<file path="src/sv/kmp_pkg.sv">
`timescale 1ns / 1ps
`default_nettype none

package kmp_pkg;

  localparam int MAX_LEN_DEFAULT = 1024;
  localparam int SYM_W = 8;
  localparam int OUT_W = 10;

  typedef struct packed {
    logic [SYM_W-1:0] symbol;
    logic             start_req;
  } sym_item_t;

  typedef struct packed {
    logic [OUT_W-1:0] prefix_length;
    logic [OUT_W-1:0] position;
    logic             overflow;
  } pf_item_t;

  typedef logic [1:0] step_t;

  localparam step_t STEP_WAIT  = 2'd0;
  localparam step_t STEP_FETCH = 2'd1;
  localparam step_t STEP_TEST  = 2'd2;
  localparam step_t STEP_LINK  = 2'd3;

  typedef enum logic [1:0] {
    COND_ALWAYS  = 2'd0,
    COND_NO_ITEM = 2'd1,
    COND_DONE    = 2'd2
  } cond_t;

  typedef enum logic [1:0] {
    FIN_NONE  = 2'd0,
    FIN_EARLY = 2'd1,
    FIN_TEST  = 2'd2
  } fin_t;

  typedef struct packed {
    logic  take_in;
    logic  rd_char;
    logic  rd_link;
    logic  ld_k;
    fin_t  fin;
    cond_t cond;
    step_t jump;
    step_t next;
  } ucode_t;

  typedef struct packed {
    logic item;
    logic done;
    logic slot_free;
  } useq_stat_t;

  function automatic ucode_t ucode_rom(input step_t step);
    ucode_t w;
    w = '0;
    unique case (step)
      STEP_WAIT: begin
        w.take_in = 1'b1;
        w.fin     = FIN_NONE;
        w.cond    = COND_NO_ITEM;
        w.jump    = STEP_WAIT;
        w.next    = STEP_FETCH;
      end
      STEP_FETCH: begin
        w.rd_char = 1'b1;
        w.fin     = FIN_EARLY;
        w.cond    = COND_DONE;
        w.jump    = STEP_WAIT;
        w.next    = STEP_TEST;
      end
      STEP_TEST: begin
        w.rd_link = 1'b1;
        w.fin     = FIN_TEST;
        w.cond    = COND_DONE;
        w.jump    = STEP_WAIT;
        w.next    = STEP_LINK;
      end
      STEP_LINK: begin
        w.ld_k    = 1'b1;
        w.fin     = FIN_NONE;
        w.cond    = COND_ALWAYS;
        w.jump    = STEP_FETCH;
        w.next    = STEP_FETCH;
      end
    endcase
    return w;
  endfunction

endpackage

`default_nettype wire

</file>
<file path="src/sv/kmp_useq.sv">
`timescale 1ns / 1ps
`default_nettype none

module kmp_useq (
  input  wire logic                clk,
  input  wire logic                rst,
  input  wire kmp_pkg::useq_stat_t stat,
  output kmp_pkg::ucode_t          ctl
);

  kmp_pkg::step_t step;
  kmp_pkg::step_t step_next;
  logic           taken;
  logic           hold;

  assign ctl = kmp_pkg::ucode_rom(step);

  always_comb begin
    unique case (ctl.cond)
      kmp_pkg::COND_ALWAYS:  taken = 1'b1;
      kmp_pkg::COND_NO_ITEM: taken = !stat.item;
      kmp_pkg::COND_DONE:    taken = stat.done && stat.slot_free;
      default:               taken = 1'b0;
    endcase
  end

  // A finished item waits here while the output register is still full.
  assign hold = (ctl.cond == kmp_pkg::COND_DONE) && stat.done && !stat.slot_free;

  always_comb begin
    if (hold) begin
      step_next = step;
    end else if (taken) begin
      step_next = ctl.jump;
    end else begin
      step_next = ctl.next;
    end
  end

  always_ff @(posedge clk) begin
    if (rst) begin
      step <= kmp_pkg::STEP_WAIT;
    end else begin
      step <= step_next;
    end
  end

endmodule

`default_nettype wire

</file>
<file path="config.mk">
export PLATFORM = sky130hd
export DESIGN_NAME = kmp_useq
export DESIGN_NICKNAME = d
export VERILOG_FILES = /design/src/sv/kmp_pkg.sv /design/src/sv/kmp_useq.sv
export SDC_FILE = /design/constraint.sdc
export NUM_CORES = 1
export LEC_CHECK = 0
export BUFFER_PORTS_ARGS = -buffer_cell sky130_fd_sc_hd__buf_2
export CORE_AREA = 2 2 39 41
export CTS_CLUSTER_SIZE = 16
export DETAILED_ROUTE_END_ITERATION = 10
export DIE_AREA = 0 0 41 43
export HOLD_SLACK_MARGIN = 0.03
export PLACE_DENSITY = 0.42
export SKIP_CTS_REPAIR_TIMING = 1
export SLEW_MARGIN = 20
export SYNTH_ARGS = -nofsm -noshare
export SYNTH_HDL_FRONTEND = slang
export SYNTH_SLANG_ARGS = --single-unit
</file>
<file path="constraint.sdc">
create_clock -name clk -period 2.26 [get_ports clk]
set_clock_uncertainty 0.2 [all_clocks]
set_input_delay 0 -clock clk [delete_from_list [all_inputs] [get_ports clk]]
set_output_delay 0 -clock clk [all_outputs]
set_load 0.03 [all_outputs]
</file>
==> results of run 1 <==
worst max-delay path: cells and delay by family, from the launching register on:
kind                       cells  cell delay, ps
buffers and inverters          2             630
adders and majority gates      1             430
AOI/OAI and AO/OA              2             320
DFF                            1             390
and+or+nand+nor                1              70
cell usage in the layout, fill, tap and decap left out, types with 2 or more instances in the layout:
master         count
inv_1              4
clkbuf_4           3
dfxtp_1            2
nor2_1             2
buf_2             15
dlygate4sd3_1      4
nand2_1            3
ha_1               5
routing by layer:
| layer | up-vias | track usage (%) | wire length [microns] |
|---|---|---|---|
| met5 | - | 0 | 0 |
| met4 | 0 | 8.00 | 0 |
| met3 | 0 | 0 | 33 |
| met2 | 9 | 8.13 | 240 |
| met1 | 92 | 7.64 | 236 |
| li1 | 130 | - | - |
per-stage QoR:
stage	hold slack (ps)	utilization, %	setup WS, ps
after floorplan	-123	-	413
final	297	25.9	156
after global routing	331	25.9	24.8
after global placement	-8.44	21.4	459
after detailed placement	-6.90	21.4	474
after CTS	-242	23.1	469
kinds of logic after synthesis:
group / Yosys count / synth area share, %
DFF: 2 / 16.2
and+or+nand+nor: 6 / 9.64
adders and majority gates: 5 / 25.4
AOI/OAI and AO/OA: 7 / 22.8
buffers and inverters: 10 / 24.4
other: 1 / 1.52
how the worst max path moves through the flow:
stage	startpoint	end	slack (ps)
floorplan	step[0]	step[1]	410
global placement	step[0]	step[1]	460
detailed placement	step[0]	step[1]	470
CTS	step[0]	step[1]	470
global route	step[0]	step[0]	20
finish	step[0]	step[0]	160
layout make-up:
class / count / area [sq um] / share of cell area [%]
sequential: 2 / 40.0 / 11.1
tap: 16 / 20.0 / 5.57
multi-input combinational: 19 / 146 / 40.8
inverter: 4 / 15.0 / 4.18
timing repair buffer: 19 / 115 / 32.1
clock buffer: 3 / 22.5 / 6.27
==> flow_summary_export.csv, run 1 <==
group,metric,value,unit
yosys,postSynthAreaPerCell,7.95,sq um
yosys,yosys_warnings,0,
yosys,synth_largest_area_cell,"ha_1",
grt,grt_pass1_wl,717,microns
grt,grt_usage,6.21,%
floorplan,die_area,0.00176,sq mm
min_path,worstHoldStart,"rst",
place,gp_congestion,0.708,
clock_tree,cts.sinks,2,
timing,finalHoldViolCount,0,
yosys,syn-num-nets,41,
yosys,synth-seq-cells,2,
cells_and_area,fin_nets,59,
floorplan,die_w,41,microns
outcome,status,"finished, final reports clean",
cells_and_area,largest-register,"step",
clock_tree,cts_tree,"done",
place,portBuffers,15,
setup_path,critPathMaxStageDelay,550,ps
clock_tree,clkTransAtPathRegs,30,ps
grt,grt_pass1_vias,201,
setup_path,reg2reg_slack,160,ps
cells_and_area,stdcell_area,359,sq um
job,drv_cap,0,
drt,drc,0,
drt,drtIter0Drc,1,
place,placed_cell_area,297,sq um
cells_and_area,reg.largest.list,"step x2",
grt,grt_antenna_before_repair,0,
min_path,hp-class,"primary input to register",
setup_path,crit_path_top_delay_cell,"dlygate4sd3_1",
timing,period_share,93.1,%
timing,slew_viol_final,0,
setup_path,start_kind,"register",
drt,wirelength,509,microns
place,hpwlAfterDp,429,microns
timing,period_needed,2100,ps
yosys,ys_async_sr_fraction,0,%
cells_and_area,syn_to_final_growth,45.7,%
cells_and_area,nFillCells,159,
setup_path,critPathMaxFanout,9,
timing,grt_setup_unrepaired,"false",
min_path,min_to,"step[1]",
drt,via_count,231,
floorplan,row_count,14,
drt,postRouteAntennaNets,0,
yosys,netlist-cell-type-count,15,
place,dp_cells,56,
cells_and_area,final_cells,63,
setup_path,worstReg2RegStart,"step[0]",
floorplan,ios,17,
yosys,yosysSeqAreaShare,16.2,%
setup_path,endpoint_kind,"register",
yosys,synth_top_area_share,25.4,%
clock_tree,clock_latency,220,ps
setup_path,r2r_end,"step[0]",
timing,timing.fmax,0.475,GHz
timing,finalSetupViolations,0,
floorplan,start_util,17.8,%
cells_and_area,largest_reg_flops,2,
grt,grt_overflow,0,
setup_path,cp_data_required_time,2220,ps
yosys,synth-edff-count,0,
setup_path,crit_chain,"inv_1 -> ha_1 -> o2bb2ai_1 -> nand2_1 -> a31oi_1 -> dlygate4sd3_1",
clock_tree,clockBufferDepth,2,
yosys,synth_cells,31,
floorplan,die_y,43,microns
cells_and_area,drive_gt1_share,40.4,%
drt,post_drt_wl_per_cell,8.08,microns
drt,drt_first_pass_iters,2,
clock_tree,numCtsBuffers,3,
floorplan,core,0.00138,sq mm
timing,tns,0,ps
drt,viasPerCell,3.67,
setup_path,r2r_cells,6,
setup_path,worst_ep_arrival_time,2070,ps
yosys,synth_area_leaders,"ha_1 (25%), buf_4 (18%), dfxtp_1 (16%), inv_1 (6.1%), nand2_1 (4.6%)",
clock_tree,htreeDepth,1,
cells_and_area,antennaDiodeCount,0,
min_path,hold_depth,3,
yosys,yosys.cell_count.top_type,"buf_4",
clock_tree,root_buffer,"clkbuf_4",
yosys,synth_area,246,sq um
setup_path,path_class,"register to register",
grt,grt_max_degree,10,
yosys,synthTopCellsByCount,"buf_4 (6), ha_1 (5), inv_1 (4), nand2_1 (3)",
yosys,synth_flop_cell,"dfxtp_1",
Power of run 1 is left out: the tool's default activity adds up to more than one toggle a clock period on the data nets, which glitch-free logic cannot reach.
==> run 2, diff against run 1 <==
--- a/config.mk
+++ b/config.mk
@@ -7,4 +7,6 @@
 export LEC_CHECK = 0
 export BUFFER_PORTS_ARGS = -buffer_cell sky130_fd_sc_hd__buf_2
+export CELL_PAD_IN_SITES_DETAIL_PLACEMENT = 0
+export CELL_PAD_IN_SITES_GLOBAL_PLACEMENT = 1
 export CORE_AREA = 2 2 39 41
 export CTS_CLUSTER_SIZE = 16
@@ -12,5 +14,5 @@
 export DIE_AREA = 0 0 41 43
 export HOLD_SLACK_MARGIN = 0.03
-export PLACE_DENSITY = 0.42
+export PLACE_DENSITY = 0.57
 export SKIP_CTS_REPAIR_TIMING = 1
 export SLEW_MARGIN = 20
--- a/constraint.sdc
+++ b/constraint.sdc
@@ -3,3 +3,3 @@
 set_input_delay 0 -clock clk [delete_from_list [all_inputs] [get_ports clk]]
 set_output_delay 0 -clock clk [all_outputs]
-set_load 0.03 [all_outputs]
+set_load 0.005 [all_outputs]
==> run 2 against run 1 <==
Compared with the run above: die area did not move; count of clock-buffer cells in the layout is the same; first-iteration DRC count rose to 3.0 times the previous value; utilization up 0.72 points; fmax down 0.96%; worst hold slack improved by 2.0 ps; critical path type unchanged.
==> flow_summary_export.csv, run 2 (synthesis results as in run 1) <==
group,metric,value,unit
outcome,status,"finished, final reports clean",
clock_tree,root_buffer,"clkbuf_4",
drt,post_drt_wl_per_cell,9.23,microns
drt,wirelength,591,microns
grt,grt_max_degree,10,
cells_and_area,antennaDiodeCount,0,
floorplan,core,0.00138,sq mm
timing,tns,0,ps
timing,period_share,94.0,%
place,placed_cell_area,297,sq um
grt,grt_antenna_before_repair,0,
clock_tree,cts.sinks,2,
floorplan,die_y,43,microns
drt,postRouteAntennaNets,0,
power_and_ir_drop,ir_drop,201,uV
place,portBuffers,15,
cells_and_area,final_common_cell,"buf_2",
min_path,hp-class,"primary input to register",
drt,via_count,258,
place,pre_cts_ws,451,ps
setup_path,critPathMaxFanout,9,
timing,period_needed,2120,ps
timing,grt_setup_unrepaired,"false",
clock_tree,numCtsBuffers,3,
drt,drc,0,
floorplan,start_util,17.8,%
power_and_ir_drop,p_total,0.418,mW
clock_tree,htreeDepth,1,
power_and_ir_drop,power_density,1130,mW/mm^2
clock_tree,clockBufferDepth,2,
grt,grt_pass1_vias,209,
setup_path,critPathMaxStageDelay,550,ps
cells_and_area,stdcell_area,369,sq um
floorplan,ios,17,
place,gp_congestion,0.627,
grt,grt_overflow,0,
place,hpwlAfterDp,455,microns
grt,grt_usage,6.60,%
timing,finalSetupViolations,0,
timing,slew_viol_final,0,
drt,drt_first_pass_iters,2,
clock_tree,cts_tree,"done",
cells_and_area,drive_gt1_share,39.6,%
timing,timing.fmax,0.471,GHz
grt,grt_pass1_wl,745,microns
setup_path,worst_ep_arrival_time,2070,ps
cells_and_area,fin_nets,60,
timing,finalHoldViolCount,0,
setup_path,crit_path_top_delay_cell,"dlygate4sd3_1",
clock_tree,clock_latency,220,ps
setup_path,crit_chain,"inv_1 -> ha_1 -> a31o_2 -> dlygate4sd3_1 -> a31oi_1",
drt,viasPerCell,4.03,
cells_and_area,largest_reg_flops,2,
clock_tree,clkTransAtPathRegs,30,ps
floorplan,die_area,0.00176,sq mm
cells_and_area,syn_to_final_growth,49.7,%
drt,drtIter0Drc,3,
power_and_ir_drop,p_leak,0.192,nW
cells_and_area,largest-register,"step",
timing,fin_ws,136,ps
setup_path,cp_data_required_time,2200,ps
job,drv_cap,0,
setup_path,start_kind,"register",
floorplan,row_count,14,
setup_path,endpoint_kind,"register",
setup_path,path_class,"register to register",
cells_and_area,reg.largest.list,"step x2",
timing,whs,299,ps
cells_and_area,mostFrequentLayoutCells,"buf_2 (15), ha_1 (5), dlygate4sd3_1 (5)",
floorplan,die_w,41,microns
run 2: changes by cell type in the layout (fill, tap and decap cells not counted):
cell | previous run | this run
dlygate4sd3_1 | 4 | 5
run 2: layout make-up:
cell class	count	area, sq um
inverters	4	15.0
flip-flops and latches	2	40.0
well taps	16	20.0
multi-input cells	19	146
clock buffers	3	22.5
repair buffers	20	125
fillers	156	1010
run 2: layer usage:
metal	wire length, microns	global-route usage [%]	share of wire, %	vias to the layer above
li1	-	-	-	133
met2	338	10.3	57	6
met4	0	8.00	0	0
met3	21	1.57	3.6	0
met1	230	5.71	39	119
met5	0	0	0	-
run 2: power breakdown:
group	switching, mW	internal (mW)
clock	0.0197	0.0585
combinational	0.142	0.130
sequential	0.0173	0.0501
total	0.179	0.238
run 2: worst paths after layout:
path | start | endpoint | slack (ps) | depth (start not counted)
max | step[0] | step[0] | 140 | 5
min | rst | step[1] | 300 | 3
max reg2reg | step[0] | step[0] | 140 | 5
min reg2reg | step[1] | step[1] | 370 | 2
run 2: worst max-delay path: cells and delay by family (launching register included):
family,cells,cell delay (ps)
DFF,1,390
buffers and inverters,2,640
adders and majority gates,1,410
AOI/OAI and AO/OA,2,410
run 2: stage by stage:
stage,std cells,utilization (%)
floorplan,31,-
global placement,56,21.4
detailed placement,56,21.4
CTS,59,23.1
global route,64,26.7
finish,64,26.7
No activity file was read; power rests on OpenSTA's default activity.
